$ cat src/design/pov_pkg.sv
`default_nettype none

package pov_pkg;

  // Width of the CORDIC x and y datapath. Both carry 32 fraction bits. The
  // tangent saturates at 2^16, so x stays below 2^49 and 52 signed bits hold
  // every value without overflow.
  localparam int CW = 52;

  // Width of the angle accumulator, signed Q.30.
  localparam int ZW = 32;

  // Width of the saturated tangent, unsigned Q.32, up to and including 2^48.
  localparam int TW = 49;

  // Wide compare width for the raw product before saturation.
  localparam int EW = 64;

  // Scale register width and reset value (unsigned Q4.28).
  localparam int SW = 32;
  localparam logic [SW-1:0] SCALE_RESET = 32'd484315;

  // Output angle width and the clamp at pi/2 in Q2.16.
  localparam int AW = 18;
  localparam logic [AW-1:0] HALF_PI_Q16 = 18'd102944;

  // Rounding constant for Q.30 to Q2.16 and the shift between the two.
  localparam int RND_SHIFT = 14;
  localparam logic [ZW:0] RND_HALF = 33'd8192;

  localparam logic [EW-1:0] TAN_SAT = 64'h0001_0000_0000_0000;
  localparam logic signed [CW-1:0] ONE_Q32 = 52'sh0_0001_0000_0000;

  // atan(2^-i) in Q.30, rounded to nearest.
  localparam logic signed [ZW-1:0] ATAN_Q30 [32] = '{
    32'sd843314857, 32'sd497837829, 32'sd263043837, 32'sd133525159,
    32'sd67021687,  32'sd33543516,  32'sd16775851,  32'sd8388437,
    32'sd4194283,   32'sd2097149,   32'sd1048576,   32'sd524288,
    32'sd262144,    32'sd131072,    32'sd65536,     32'sd32768,
    32'sd16384,     32'sd8192,      32'sd4096,      32'sd2048,
    32'sd1024,      32'sd512,       32'sd256,       32'sd128,
    32'sd64,        32'sd32,        32'sd16,        32'sd8,
    32'sd4,         32'sd2,         32'sd1,         32'sd0
  };

  // One item as it moves down the CORDIC chain.
  typedef struct packed {
    logic                 vld;
    logic                 neg;
    logic                 zero;
    logic signed [CW-1:0] x;
    logic signed [CW-1:0] y;
    logic signed [ZW-1:0] z;
  } pov_vec_t;

endpackage

`default_nettype wire

$ cat src/design/pov_cell.sv
`default_nettype none

module pov_cell
  import pov_pkg::*;
#(
  parameter int IDX = 0
) (
  input  wire logic     clk,
  input  wire logic     rst_n,
  input  wire pov_vec_t vec_i,
  output pov_vec_t      vec_o
);

  pov_vec_t             vec_r;
  logic signed [CW-1:0] xs;
  logic signed [CW-1:0] ys;

  assign xs = vec_i.x >>> IDX;
  assign ys = vec_i.y >>> IDX;

  // One vectoring rotation: drive y toward zero and accumulate the angle.
  always_ff @(posedge clk) begin
    if (!rst_n) begin
      vec_r.vld <= 1'b0;
    end else begin
      vec_r.vld <= vec_i.vld;
    end
    vec_r.neg  <= vec_i.neg;
    vec_r.zero <= vec_i.zero;
    if (!vec_i.y[CW-1]) begin
      vec_r.x <= vec_i.x + ys;
      vec_r.y <= vec_i.y - xs;
      vec_r.z <= vec_i.z + ATAN_Q30[IDX];
    end else begin
      vec_r.x <= vec_i.x - ys;
      vec_r.y <= vec_i.y + xs;
      vec_r.z <= vec_i.z - ATAN_Q30[IDX];
    end
  end

  assign vec_o = vec_r;

endmodule

`default_nettype wire

$ cat config.mk
export PLATFORM = sky130hd
export DESIGN_NAME = pov_cell
export DESIGN_NICKNAME = d
export VERILOG_FILES = /design/src/design/pov_pkg.sv /design/src/design/pov_cell.sv
export SDC_FILE = /design/constraint.sdc
export NUM_CORES = 1
export LEC_CHECK = 0
export CELL_PAD_IN_SITES_DETAIL_PLACEMENT = 1
export CELL_PAD_IN_SITES_GLOBAL_PLACEMENT = 1
export CORE_MARGIN = 4
export CORE_UTILIZATION = 45
export DETAILED_ROUTE_END_ITERATION = 6
export DONT_BUFFER_PORTS = 1
export GPL_TIMING_DRIVEN = 0
export PLACE_DENSITY_LB_ADDON = 0.1
export SLEW_MARGIN = 10
export SYNTH_ARGS = -nofsm -noshare
export SYNTH_HDL_FRONTEND = slang
export SYNTH_SLANG_ARGS = --single-unit
$ cat constraint.sdc
create_clock -name clk -period 12.8 [get_ports clk]
set_input_delay 1.28 -clock clk [delete_from_list [all_inputs] [get_ports clk]]
set_output_delay 1.28 -clock clk [all_outputs]
set_load 0.02 [all_outputs]
== Yosys cells after proc, flatten, opt, wreduce, memory -nomap -nowiden ==
Index checks and enable logic that the tools add are counted.

* $add $sub $neg: 5
* Multipliers: 0
* Div/mod/pow operators: 0
* Magnitude comparators: 0
* Equality and inequality tests: 0
* Shifts and indexed selects: 0
* Multiplexer cells: 1
* Bitwise logic cells: 0
* Reductions and logical operators: 0

{| class="wikitable"
|+ Operator list
! operator !! count
|-
| $mux W136 || 1
|-
| $sub A52 B52 Y52 || 2
|-
| $add A52 B52 Y52 || 1
|-
| $add A32 B31 Y32 const B || 1
|-
| $sub A32 B31 Y32 const B || 1
|}

* Flip-flop bits (word level): 139
* Bits in latches: 0
* Memory bits (writable): 0
* Memory bits (read-only): 0
* Bits of input ports: 141
* Output and inout bits: 139
* Word-level logic and storage cells: 12
* Memories kept: 0

== Longest topological paths before layout ==
* Depth in word-level cells: 2
* Gate-level depth with buffers: 15
* Depth with buffers taken out: 13

== Least setup slack after synthesis ==
Ideal clock, no wire load.

* Kind: input to register
* Start point: input vec_i[83] (netlist name)
* End point: register vec_r (netlist bit vec_o[31])
* Setup time: 0.121 ns
* Arrival: 4.835 ns
* Data required time: 12.679 ns
* Path slack: 7.844 ns
* Cell stages on the path: 15
* Buffers on the path: 3
* Path through: clkbuf_1 > inv_1 > clkbuf_1 > clkbuf_1 > ha_1 > a21oi_1 > nor2b_1 > o31a_1 > o32ai_1 > o31ai_1 > a221oi_1 > o31ai_1 > a31oi_1 > a21oi_1 > xnor2_1

* Word-level cells in the longest chain between the ends: 1

{| class="wikitable"
|+ Ends and longest elaborated chain
! what !! line !! RTL
|-
| start: declaration || pov_cell.sv:10 || <nowiki>input wire pov_vec_t vec_i,</nowiki>
|-
| $mux W136 || pov_cell.sv:30 || <nowiki>if (!vec_i.y[CW-1]) begin</nowiki>
|-
| end: declaration || pov_cell.sv:14 || <nowiki>pov_vec_t vec_r;</nowiki>
|}

Every way passes these cells.
A chain may end at the register's enable or synchronous reset.

== Worst setup path in the final report ==
Same ends and word-level chain as after synthesis.

==> metrics.md <==
| Metric | Value |
|---|---|
| CP Capture Type | `register` |
| Cells after synthesis | `1,802` |
| Post-CTS Setup Inserts | `0` |
| Initial DRC count | `1,065` |
| Global route total overflow | `0` |
| Post-synthesis cell area | `0.0137 mm2` |
| Root Buffer Master | `clkbuf_16` |
| Final WS setup | `7350 ps` |
| Site Rows | `63` |
| WL/cell | `25.3 um` |
| H-tree depth | `4` |
| DP HPWL | `45.5 mm` |
| Slew Limit Fails | `0` |
| Max VDD drop | `0.0941 mV` |
| Fin. Hold Viols | `0` |
| Ratio of cells with drive above 1 in the final layout | `3.81%` |
| Crit path largest cell delay | `700 ps` |
| Port bufs | `0` |
| DR vias/cell | `6.31` |
| Yosys warnings | `0` |
| CTS tree | `yes` |
| First-pass GRT wire length | `84.8 mm` |
| Setup violators final | `0` |
| WL met1 | `23.3 mm` |
| Least-Margin Pin Slew | `1300 ps` |
| Final period util | `42.6%` |
| Startpoint types | `input port` |
| DRC | `0` |
| Routed Antenna Nets | `0` |
| Die area | `0.0332 mm2` |
| Largest net degree at the start of global routing | `18` |
| Unique masters post-synth | `79` |
| Arrival time at the worst endpoint | `5780 ps` |
| Initial Util | `45.9%` |
| Max reg flops | `138` |
| Final-layout fill cell count | `3,787` |
| Vias in the first global route | `14.5k` |
| Crit-path cells | `clkbuf_1 -> inv_1 -> clkbuf_1 -> clkbuf_2 -> ha_1 -> a21oi_1 -> nor2b_1 -> o31a_1 -> o32ai_1 -> o31ai_1 -> a221oi_1 -> o31ai_1 -> a31oi_1 -> a21oi_1 -> xnor2_1` |
| FMAX | `0.183 GHz` |
| Rel. slew slack | `13.1%` |
| Pre-Repair DR Iteration Count | `7` |
| P per Cell Area | `126 mW/mm2` |
| Ports | `280` |
| Hold Slack | `857 ps` |
| Final GP Congestion | `0.969` |
| Dpl ws | `7030 ps` |
| CP bufs+invs | `4` |
| Initial antenna violation count | `0` |
| Fin crit period | `5450 ps` |
| Chip width | `182 um` |
| GRT Total Usage | `32.4%` |
| # hold bufs at CTS | `0` |
| Util after Layout | `49.7%` |
| Nets | `2,166` |
| Synthesized flop and latch total | `138` |
| Mean Syn Cell Area | `7.59 um2` |
| Placed insts | `2,193` |
| Number of diodes | `0` |
| Critical Path RT | `13,130 ps` |
| Sink Count | `138` |
| DIE HEIGHT | `182 um` |
| Status | `completed` |
| Maximum Capacitance Violations | `0` |
| Core Area | `0.0298 mm2` |
| Leak | `6.62 nW` |
| Post-synth EDFFs | `0` |
| TNS Setup | `0 ps` |
| Slowest CP cell | `a221oi_1` |
| Mapped Nets | `2,146` |
| Worst-path maximum fanout | `16` |
| WL met3 | `5.10 mm` |
| Met2 wire length | `26.0 mm` |
| Ys flop type | `dfxtp_1` |
| Unrepaired setup endpoints after global routing | `no` |
| CP top delay family | `compound AO/OA/AOI/OAI gates` |
| Critical path class | `in -> reg` |
| HP Class | `in -> reg` |
| Post-synthesis sequential area ratio | `20.2%` |
| Num CTS Buffers | `17` |
| Ys async rst share | `0%` |
| Clock-pin slew of the registers on the worst-case setup and hold paths | `60 ps` |
| Fin cells | `2,225` |
| Final WL | `56.2 mm` |
| Top layer in use | `met4` |
| Clock buffer depth | `2` |
| Post_cts resized | `0` |
| Layout area overhead | `8.32%` |
| Vias post-DR | `14.0k` |
layout make-up:
class	instances	area, um2	share of cell area, %
inverter	163	612	4.13
clock inverter	13	168	1.13
multi-input combinational	1428	9990	67.5
timing repair buffer	1	27.5	0.186
tap	390	488	3.30
clock buffer	19	453	3.06
sequential	138	2760	18.7
buffer	73	303	2.04
metrics by stage:
step	total power, mW	instance area [um2]
after CTS	1.86	14800
after global routing	1.94	14800
after global placement	1.31	14200
final	1.86	14800
after detailed placement	1.32	14200
after floorplan	1.12	13700
layout by cell type (no fill, tap or decap), types with 17 or more instances in the layout:
cell and instances:
mux2i_1 27, dfxtp_1 138, inv_1 160, o21ai_0 129, nor3_1 47, nor2_1 135
nand2b_1 17, nand2_1 104, o21a_1 20, nand4_1 23, ha_1 199, nand3_1 31
o21bai_1 52, a21oi_1 236, clkbuf_16 17, clkbuf_1 51, a31oi_1 20, xnor2_1 107
nor2b_1 26, a21o_1 50, xor2_1 20
cells in the mapped netlist (all sizes together) (4+ instances only):
library cell	number	area [um2]
a21oi	236	1180
ha	199	2490
inv	160	601
dfxtp	138	2760
nor2	135	507
o21ai	131	656
xnor2	107	937
nand2	104	390
clkbuf	52	195
o21bai	52	390
a21o	50	375
nor3	48	245
nand3	31	155
mux2i	27	270
nor2b	26	163
nand4	23	144
buf	21	106
a31oi	20	125
o21a	20	150
xor2	20	175
nand2b	17	106
a211oi	16	125
o31ai	15	113
nor4	12	103
a211o	10	87.6
and3	10	67.6
or2	8	50.1
a221oi	7	61.3
a311oi	7	67.6
o211ai	7	52.6
o22ai	7	43.8
or3	7	43.8
a2111oi	5	50.0
a31o	5	43.8
and2	5	31.3
and4	5	43.8
o2111ai	5	43.8
o31a	5	43.8
a21boi	4	30.0
fa	4	80.1
o21ba	4	40.0
where the power goes:
part	total, mW	leakage [nW]	switching [mW]	internal, mW
clock network	0.535	0.300	0.217	0.318
logic	0.620	5.15	0.405	0.216
registers	0.706	1.16	0.172	0.534
worst paths after layout:
check / to / cells after the start / start
worst max-delay path: vec_o[31] / 15 / vec_i[83]
worst min-delay path: vec_o[137] / 0 / vec_i[137]
cells by family after synthesis:
family                   count (synthesis)  share of synthesized area, %
AO/OA/AOI/OAI                          628                          28.4
AND/OR/NAND/NOR                        443                          15.7
buffers and inverters                  236                          6.68
adder cells (fa/ha/maj)                203                          18.8
flip-flops                             138                          20.2
XOR/XNOR                               127                          8.14
multiplexers                            27                          1.98
layer usage:
layer	vias up	track usage [%]
met5	-	0
met4	0	11.0
li1	6380	-
met1	6843	41.6
met3	123	7.24
met2	685	53.9
Power figures use the tool's default switching activity.
