**src/design/pov_pkg.sv**
```systemverilog
`default_nettype none

package pov_pkg;

  // Width of the CORDIC x and y datapath. Both carry 32 fraction bits. The
  // tangent saturates at 2^16, so x stays below 2^49 and 52 signed bits hold
  // every value without overflow.
  localparam int CW = 52;

  // Width of the angle accumulator, signed Q.30.
  localparam int ZW = 32;

  // Width of the saturated tangent, unsigned Q.32, up to and including 2^48.
  localparam int TW = 49;

  // Wide compare width for the raw product before saturation.
  localparam int EW = 64;

  // Scale register width and reset value (unsigned Q4.28).
  localparam int SW = 32;
  localparam logic [SW-1:0] SCALE_RESET = 32'd484315;

  // Output angle width and the clamp at pi/2 in Q2.16.
  localparam int AW = 18;
  localparam logic [AW-1:0] HALF_PI_Q16 = 18'd102944;

  // Rounding constant for Q.30 to Q2.16 and the shift between the two.
  localparam int RND_SHIFT = 14;
  localparam logic [ZW:0] RND_HALF = 33'd8192;

  localparam logic [EW-1:0] TAN_SAT = 64'h0001_0000_0000_0000;
  localparam logic signed [CW-1:0] ONE_Q32 = 52'sh0_0001_0000_0000;

  // atan(2^-i) in Q.30, rounded to nearest.
  localparam logic signed [ZW-1:0] ATAN_Q30 [32] = '{
    32'sd843314857, 32'sd497837829, 32'sd263043837, 32'sd133525159,
    32'sd67021687,  32'sd33543516,  32'sd16775851,  32'sd8388437,
    32'sd4194283,   32'sd2097149,   32'sd1048576,   32'sd524288,
    32'sd262144,    32'sd131072,    32'sd65536,     32'sd32768,
    32'sd16384,     32'sd8192,      32'sd4096,      32'sd2048,
    32'sd1024,      32'sd512,       32'sd256,       32'sd128,
    32'sd64,        32'sd32,        32'sd16,        32'sd8,
    32'sd4,         32'sd2,         32'sd1,         32'sd0
  };

  // One item as it moves down the CORDIC chain.
  typedef struct packed {
    logic                 vld;
    logic                 neg;
    logic                 zero;
    logic signed [CW-1:0] x;
    logic signed [CW-1:0] y;
    logic signed [ZW-1:0] z;
  } pov_vec_t;

endpackage

`default_nettype wire

```
**src/design/pov_round.sv**
```systemverilog
`default_nettype none

module pov_round
  import pov_pkg::*;
(
  input  wire logic      clk,
  input  wire logic      rst_n,
  input  wire pov_vec_t  vec_i,
  output logic           strobe,
  output logic [AW-1:0]  angle
);

  logic          strobe_r;
  logic [AW-1:0] angle_r;
  logic [ZW:0]   z_clip;
  logic [ZW:0]   z_sum;
  logic [ZW-RND_SHIFT:0] mag_wide;
  logic [AW-1:0] mag;

  always_comb begin
    z_clip   = (vec_i.z[ZW-1] || vec_i.zero) ? '0 : {1'b0, vec_i.z};
    z_sum    = z_clip + RND_HALF;
    mag_wide = z_sum[ZW:RND_SHIFT];
    mag      = (mag_wide > (ZW-RND_SHIFT+1)'(HALF_PI_Q16)) ? HALF_PI_Q16
                                                           : mag_wide[AW-1:0];
  end

  always_ff @(posedge clk) begin
    if (!rst_n) begin
      strobe_r <= 1'b0;
    end else begin
      strobe_r <= vec_i.vld;
    end
  end

  always_ff @(posedge clk) begin
    angle_r <= vec_i.neg ? (~mag + 1'b1) : mag;
  end

  assign strobe = strobe_r;
  assign angle  = angle_r;

endmodule

`default_nettype wire

```
**config.mk**
```make
export PLATFORM = sky130hd
export DESIGN_NAME = pov_round
export DESIGN_NICKNAME = d
export VERILOG_FILES = /design/src/design/pov_pkg.sv /design/src/design/pov_round.sv
export SDC_FILE = /design/constraint.sdc
export NUM_CORES = 1
export LEC_CHECK = 0
export BUFFER_PORTS_ARGS = -buffer_cell sky130_fd_sc_hd__buf_2
export CORE_AREA = 2 2 73 75
export DETAILED_ROUTE_END_ITERATION = 12
export DIE_AREA = 0 0 75 77
export PLACE_DENSITY = 0.79
export REMOVE_ABC_BUFFERS = 1
export SLEW_MARGIN = 20
export SYNTH_ARGS = -nofsm -noshare
export SYNTH_HDL_FRONTEND = slang
export SYNTH_SLANG_ARGS = --single-unit
```
**constraint.sdc**
```tcl
create_clock -name clk -period 5.9 [get_ports clk]
set_input_delay 1.18 -clock clk [delete_from_list [all_inputs] [get_ports clk]]
set_output_delay 1.18 -clock clk [all_outputs]
set_load 0.01 [all_outputs]
```
* After elaboration in Yosys (flattened, before gate mapping)
Cells that the tools add are included.
** Storage, ports and cells
- Register bits :: 19
- Input port bits :: 141
- Logic and storage cells :: 10
- Output and inout port bits :: 19
** Cells by class
- Reductions and logical operators :: 1
- $add $sub $neg :: 2
- $lt $le $gt $ge :: 1
- Bitwise operators :: 1
- Mux-type cells :: 3
** Operator list (count)
- two-way mux 18 bit :: 2
- adder 32 x 14 -> 33 bit, second input constant :: 1
- two-way mux 32 bit :: 1
- > comparator 19 x 17 -> 1 bit, second input constant :: 1
- adder 18 x 1 -> 18 bit, second input constant :: 1
- NOT 18 bit :: 1
- logical OR 1 bit :: 1

* Depth between registers and ports, before layout
Gate-level depths: netlist of run 1.
- Depth in word-level cells :: 8
- Gate-level depth with buffers :: 21
- Gate-level depth less buffers :: 17

* Worst setup path before layout of run 1
No wires, ideal clock.
- Path type :: input -> register
- Start :: input vec_i[136] (netlist name)
- End :: register angle_r[16] (netlist: angle[16])
- Data arrival time :: 5368 ps
- Slack :: 415 ps
- Data required time :: 5783 ps
- Library setup time :: 117 ps
- Path buffers :: 4
- Cell stages on the path :: 21
- Cells stage by stage :: nor2_1 -> clkbuf_1 -> clkbuf_1 -> and2_1 -> ha_1 -> buf_2 -> nand3_1 -> nor4_4 -> a211oi_1 -> a31o_1 -> a211o_4 -> a31o_1 -> or2_4 -> buf_6 -> nand2_1 -> ha_1 -> nand2b_1 -> nand4bb_1 -> nor4_1 -> mux2i_1 -> a22o_1
** Between the ends
- Cells in the longest elaborated chain, start to end :: 8
** RTL lines
- start: declaration :: line pov_round.sv:8 : input wire pov_vec_t vec_i,
- logical OR 1 bit (*) :: line pov_round.sv:21 : z_clip = (vec_i.z[ZW-1] || vec_i.zero) ? '0 : {1'b0, vec_i.z};
- two-way mux 32 bit (*) :: line pov_round.sv:21
- adder 32 x 14 -> 33 bit (*) :: line pov_round.sv:22 : z_sum = z_clip + RND_HALF;
- > comparator 19 x 17 -> 1 bit :: line pov_round.sv:24 : mag = (mag_wide > (ZW-RND_SHIFT+1)'(HALF_PI_Q16)) ? HALF_PI_Q16
- two-way mux 18 bit (*) :: line pov_round.sv:24
- NOT 18 bit :: line pov_round.sv:37 : angle_r <= vec_i.neg ? (~mag + 1'b1) : mag;
- adder 18 x 1 -> 18 bit :: line pov_round.sv:37
- two-way mux 18 bit (*) :: line pov_round.sv:37
- end signal: assignment :: line pov_round.sv:37
- end: declaration :: line pov_round.sv:14 : logic [AW-1:0] angle_r;
Mark *: on every way between the ends. The rest lies on a longest branch, timed or not.
A chain may end at the register's enable or synchronous reset.

* Final worst setup path of run 1
Ends and elaborated chain as after synthesis.

==> flow_metrics.env, run 1 <==
export IMPL_outcome="completed"
export IMPL_syn_avg_cell_area_um2=7.502
export IMPL_hold_path_class="input port to register"
export IMPL_die_area_um2=5775
export IMPL_ys_types=59
export IMPL_leakagePower_nw=0.8574
export IMPL_cts_tree="done"
export IMPL_synth_top_area_share_pct=20.44
export IMPL_grt_usage_pct=16.75
export IMPL_cts_sinks=19
export IMPL_slew_violations=0
export IMPL_place_gp_congestion=0.8841
export IMPL_synth_seq_area_share_pct=20.44
export IMPL_cts_root_buffer="clkbuf_8"
export IMPL_ant_nets=0
export IMPL_fin_ws_ns=0.4966
export IMPL_grt_pass1_vias=1760
export IMPL_cts_resized=0
export IMPL_cp_start_kind="input port"
export IMPL_fmax_mhz=185.1
export IMPL_vias_per_cell=5.722
export IMPL_dieHeight_um=77
export IMPL_dpl_instance_area_um2=2092
export IMPL_drt_iter0_markers=233
export IMPL_critPathCaptureType="register"
export IMPL_mostFrequentLayoutCell="buf_2"
export IMPL_synth_warnings=0
export IMPL_antenna_found_initial=0
export IMPL_final_area_um2=2137
export IMPL_fin_nets=423
export IMPL_fillCellCount=521
export IMPL_syn_area_um2=1861
export IMPL_finalSetupTns_ns=0
export IMPL_htreeDepth=1
export IMPL_hold_viol_final=0
export IMPL_synth_edf_count=0
export IMPL_synth_area_leader_cell="dfxtp_1"
export IMPL_setup_viol=0
export IMPL_drv_cap=0
export IMPL_coreArea_um2=4977
export IMPL_dp_hpwl_um=3653
export IMPL_row_count=26
export IMPL_arrival_ns=5.55
export IMPL_synth_seq_cells=19
export IMPL_clock_path_buffers=2
export IMPL_async_flop_share_pct=0
export IMPL_grt_first_pass_wirelength_um=7872
export IMPL_syn2layout_area_growth_pct=14.86
export IMPL_yosys_top_cells_area="dfxtp_1 20%, nand2_1 5.9%, mux2i_1 4.3%"
export IMPL_numCtsBuffers=3
export IMPL_max_slew_worst_pin_slew_ns=0.6571
export IMPL_firstDrtPassIters=4
export IMPL_die_w_um=75
export IMPL_routed_wl_um=4722
export IMPL_power_density_nw_per_um2=165.8
export IMPL_clk_pin_slew_ns=0.06
export IMPL_top_level_ports=160
export IMPL_drc=0
export IMPL_worstPathRequired_ns=6.04
export IMPL_crit_fanout=15
export IMPL_synthFlopType="dfxtp_1"
export IMPL_seq_area_um2=380.4
export IMPL_vias=1997
export IMPL_pre_cts_ws_ns=0.2699
export IMPL_relSlewSlack_pct=54.94
export IMPL_critPathKind="input port to register"
export IMPL_cts_hold_buffers=0
export IMPL_io_buffers=42
export IMPL_rsz0062_at_grt="false"
export IMPL_wl_per_cell_um=13.53
export IMPL_critPathLaunch="vec_i[136]"
export IMPL_power_w=0.0003543
export IMPL_cp_endpoint="angle[16]$_DFF_P_"
export IMPL_synth_cells=248
export IMPL_drive_gt1_share_pct=21.86
export IMPL_n_antenna_cell=0
export IMPL_mostFrequentLayoutCells="42 x buf_2, 29 x nand2_1, 19 x nor2_1, 19 x dfxtp_1, 16 x o21ai_0"
export IMPL_start_util_pct=37.38
export IMPL_fin_crit_sh_pct=91.58
export IMPL_cts_setup_buffers=0
export IMPL_peakVddDrop_mv=0.06257
export IMPL_grt_max_degree=22
export IMPL_multi_input_area_um2=1388
export IMPL_grt_remaining_overflow=0
export IMPL_period_needed_ns=5.403
## kinds of logic after synthesis
kind of cell,synth area share (%)
compound gates,27.04
xor+xnor,7.061
fa+ha+maj,1.345
buf+inv,4.977
flops,20.44
mux,4.909
simple gates,34.23
## report_power, final
| group | internal, W | switching, W |
|---|---|---|
| combinational | 0.0000490 | 0.0000702 |
| clock | 0.0000480 | 0.0000413 |
| sequential | 0.000143 | 0.00000272 |
| total | 0.000240 | 0.000114 |
## through the flow
stage	cells	utilization, %	hold slack [ns]
finish	349	42.94	1.129
global route	349	42.94	1.135
CTS	349	42.94	1.127
detailed placement	345	42.03	1.390
global placement	345	42.03	1.382
floorplan	231	-	1.268
## layer usage
metal | vias to the layer above | track usage, % | part of all wire, %
met2 | 77 | 27.98 | 48
met4 | 0 | 7.679 | 2.1
met3 | 8 | 1.445 | 5.5
met5 | - | 0 | 0
li1 | 996 | - | -
met1 | 916 | 21.18 | 44
## final cells by class
type | count | share of cell area, %
clock buffer | 4 | 2.108
inverter | 3 | 0.5269
multi-input combinational | 209 | 64.93
sequential | 19 | 17.80
tap | 70 | 4.098
timing repair buffer | 44 | 10.54
## worst min path at each step
stage,to,startpoint,cells after the start
floorplan,angle[15]$_DFF_P_,vec_i[137],1
global placement,strobe$_SDFF_PN0_,vec_i[138],2
detailed placement,strobe$_SDFF_PN0_,vec_i[138],2
CTS,strobe$_SDFF_PN0_,vec_i[138],2
global route,strobe$_SDFF_PN0_,rst_n,2
finish,strobe$_SDFF_PN0_,vec_i[138],2
## state kept, by name, summed over array words and instances (netlist names)
name and count:
strobe 1, angle 18
## synthesized netlist by cell type, types with 2 or more instances
| library cell | number |
|---|---|
| o21ai_0 | 16 |
| and2_1 | 8 |
| a31oi_1 | 4 |
| clkbuf_1 | 10 |
| or2_2 | 2 |
| and4_1 | 2 |
| a31o_1 | 2 |
| buf_2 | 5 |
| a22o_1 | 2 |
| o311ai_0 | 3 |
| nand2_1 | 29 |
| nor3b_1 | 2 |
| o21ai_1 | 2 |
| xor2_1 | 7 |
| a21oi_1 | 12 |
| a32oi_1 | 2 |
| nor4_1 | 3 |
| o31ai_1 | 2 |
| xnor2_1 | 8 |
| o31a_1 | 3 |
| nor3_1 | 3 |
| dfxtp_1 | 19 |
| nand4_1 | 5 |
| mux2i_1 | 8 |
| and3_1 | 6 |
| nand3_1 | 13 |
| ha_1 | 2 |
| inv_1 | 3 |
| nand4bb_1 | 2 |
| o41ai_1 | 3 |
| a22oi_1 | 6 |
| nor4_2 | 2 |
| a211oi_1 | 4 |
| nand2b_1 | 5 |
| nor2_1 | 19 |
## critical path, cell delays in order
cell	delay, ns
buf_2	0.11
nor2_1	0.17
and2_1	0.16
ha_1	0.29
nand3_1	0.28
nor4_4	0.52
a211oi_1	0.15
a31o_1	0.23
a211o_4	0.35
and4_1	0.31
nor2_1	0.29
or2_2	0.17
ha_1	0.14
nand2b_1	0.11
nand4bb_1	0.32
nor4_1	0.39
mux2i_1	0.13
a22o_1	0.23
Note: power is estimated with default switching activity, not from simulation.
==> run 2: changes to the inputs <==
--- a/config.mk
+++ b/config.mk
@@ -9,7 +9,7 @@
 export CORE_AREA = 2 2 73 75
 export DETAILED_ROUTE_END_ITERATION = 12
 export DIE_AREA = 0 0 75 77
-export PLACE_DENSITY = 0.79
+export PLACE_DENSITY = 0.81
 export REMOVE_ABC_BUFFERS = 1
 export SLEW_MARGIN = 20
 export SYNTH_ARGS = -nofsm -noshare
==> run 2 against run 1 <==
Against the previous run: highest routed layer unchanged; sequential power about the same; critical endpoint unchanged; flip-flop and latch count stayed put; total power is 0.22% higher; fmax decreased by 1.9%; hold slack got worse by 0.0048 ns; largest cell class unchanged; first-iteration DRC count shrank 18%; final cell count unchanged; combinational power about the same; global-route usage is 0.24 points higher; non-clock buffer count unchanged; critical path depth is the same.
==> flow_metrics.env, run 2 (synthesis results as in run 1) <==
export IMPL_drv_cap=0
export IMPL_grt_pass1_vias=1752
export IMPL_mostFrequentLayoutCell="buf_2"
export IMPL_setup_viol=0
export IMPL_arrival_ns=5.66
export IMPL_hold_viol_final=0
export IMPL_antenna_found_initial=0
export IMPL_fillCellCount=525
export IMPL_fin_nets=423
export IMPL_largest_reg_flops=18
export IMPL_die_area_um2=5775
export IMPL_n_antenna_cell=0
export IMPL_grt_remaining_overflow=0
export IMPL_dpl_instance_area_um2=2092
export IMPL_finalSetupTns_ns=0
export IMPL_slew_violations=0
export IMPL_start_util_pct=37.38
export IMPL_vias=2001
export IMPL_place_gp_congestion=0.8921
export IMPL_row_count=26
export IMPL_cp_start_kind="input port"
export IMPL_crit_fanout=15
export IMPL_peakVddDrop_mv=0.05353
export IMPL_clk_pin_slew_ns=0.06
export IMPL_htreeDepth=1
export IMPL_coreArea_um2=4977
export IMPL_fin_crit_sh_pct=93.39
export IMPL_cts_hold_buffers=0
export IMPL_numCtsBuffers=3
export IMPL_cts_sinks=19
export IMPL_critPathCaptureType="register"
export IMPL_max_slew_worst_pin_slew_ns=0.6535
export IMPL_power_w=0.0003551
export IMPL_worstPathRequired_ns=6.05
export IMPL_wl_per_cell_um=13.67
export IMPL_power_density_nw_per_um2=166.1
export IMPL_drc=0
export IMPL_grt_usage_pct=16.98
export IMPL_cts_resized=0
export IMPL_grt_max_degree=22
export IMPL_relSlewSlack_pct=55.18
export IMPL_min_delay_path_depth=2
export IMPL_dieHeight_um=77
export IMPL_top_level_ports=160
export IMPL_syn2layout_area_growth_pct=14.86
export IMPL_period_needed_ns=5.510
export IMPL_grt_first_pass_wirelength_um=7941
export IMPL_leakagePower_nw=0.8574
export IMPL_outcome="completed"
export IMPL_die_w_um=75
export IMPL_ant_nets=0
export IMPL_rsz0062_at_grt="false"
export IMPL_cts_tree="done"
export IMPL_critPathKind="input port to register"
export IMPL_final_area_um2=2137
export IMPL_cts_setup_buffers=0
export IMPL_vias_per_cell=5.734
export IMPL_hold_ws_ns=1.124
export IMPL_io_buffers=42
export IMPL_fmax_mhz=181.5
export IMPL_firstDrtPassIters=5
export IMPL_hold_path_class="input port to register"
export IMPL_clock_path_buffers=2
export IMPL_cts_root_buffer="clkbuf_8"
export IMPL_dp_hpwl_um=3649
export IMPL_mostFrequentLayoutCells="42 x buf_2, 29 x nand2_1, 19 x nor2_1, 19 x dfxtp_1, 16 x o21ai_0"
export IMPL_routed_wl_um=4770
export IMPL_drive_gt1_share_pct=21.86
export IMPL_drt_iter0_markers=192
run 2: critical path, stage by stage:
cell and delay [ns]:
buf_2 0.11, nor2_1 0.18, and2_1 0.16, ha_1 0.31, nand3_1 0.29, nor4_4 0.53
a211oi_1 0.15, a31o_1 0.23, a211o_4 0.36, and4_1 0.31, nor2_1 0.29, or2_2 0.17
ha_1 0.15, nand2b_1 0.13, nand4bb_1 0.33, nor4_1 0.41, mux2i_1 0.13, a22o_1 0.24
run 2: layout make-up:
cell class                      instances  area (µm²)  share of cell area (%)
Inverter                                3       11.26                  0.5269
Timing Repair Buffer                   44       225.2                   10.54
Tap cell                               70       87.58                   4.098
Clock buffer                            4       45.04                   2.108
Sequential cell                        19       380.4                   17.80
Multi-Input combinational cell        209        1388                   64.93
run 2: final timing paths:
path,to,slack (ns),startpoint
setup / recovery,angle[16]$_DFF_P_,0.39,vec_i[136]
hold / removal,strobe$_SDFF_PN0_,1.12,vec_i[138]
run 2: routing by layer:
| metal | part of all wire, % | global-route usage, % |
|---|---|---|
| met5 | 0 | 0 |
| met4 | 1.5 | 7.679 |
| met3 | 6.0 | 1.183 |
| met2 | 48 | 27.46 |
| met1 | 45 | 22.53 |
run 2: report_power, final:
part	leakage (nW)	switching (W)	internal, W
Sequential	0.159	0.00000293	0.000143
Combinational	0.675	0.0000706	0.0000491
Clock	0.0228	0.0000414	0.0000480
run 2: metrics by stage:
stage / std cells / util [%] / worst slack (ns)
global placement: 345 / 42.03 / 0.3257
CTS: 349 / 42.94 / 0.4670
finish: 349 / 42.94 / 0.3901
floorplan: 231 / - / 0.4051
detailed placement: 345 / 42.03 / 0.2280
global route: 349 / 42.94 / 0.1250
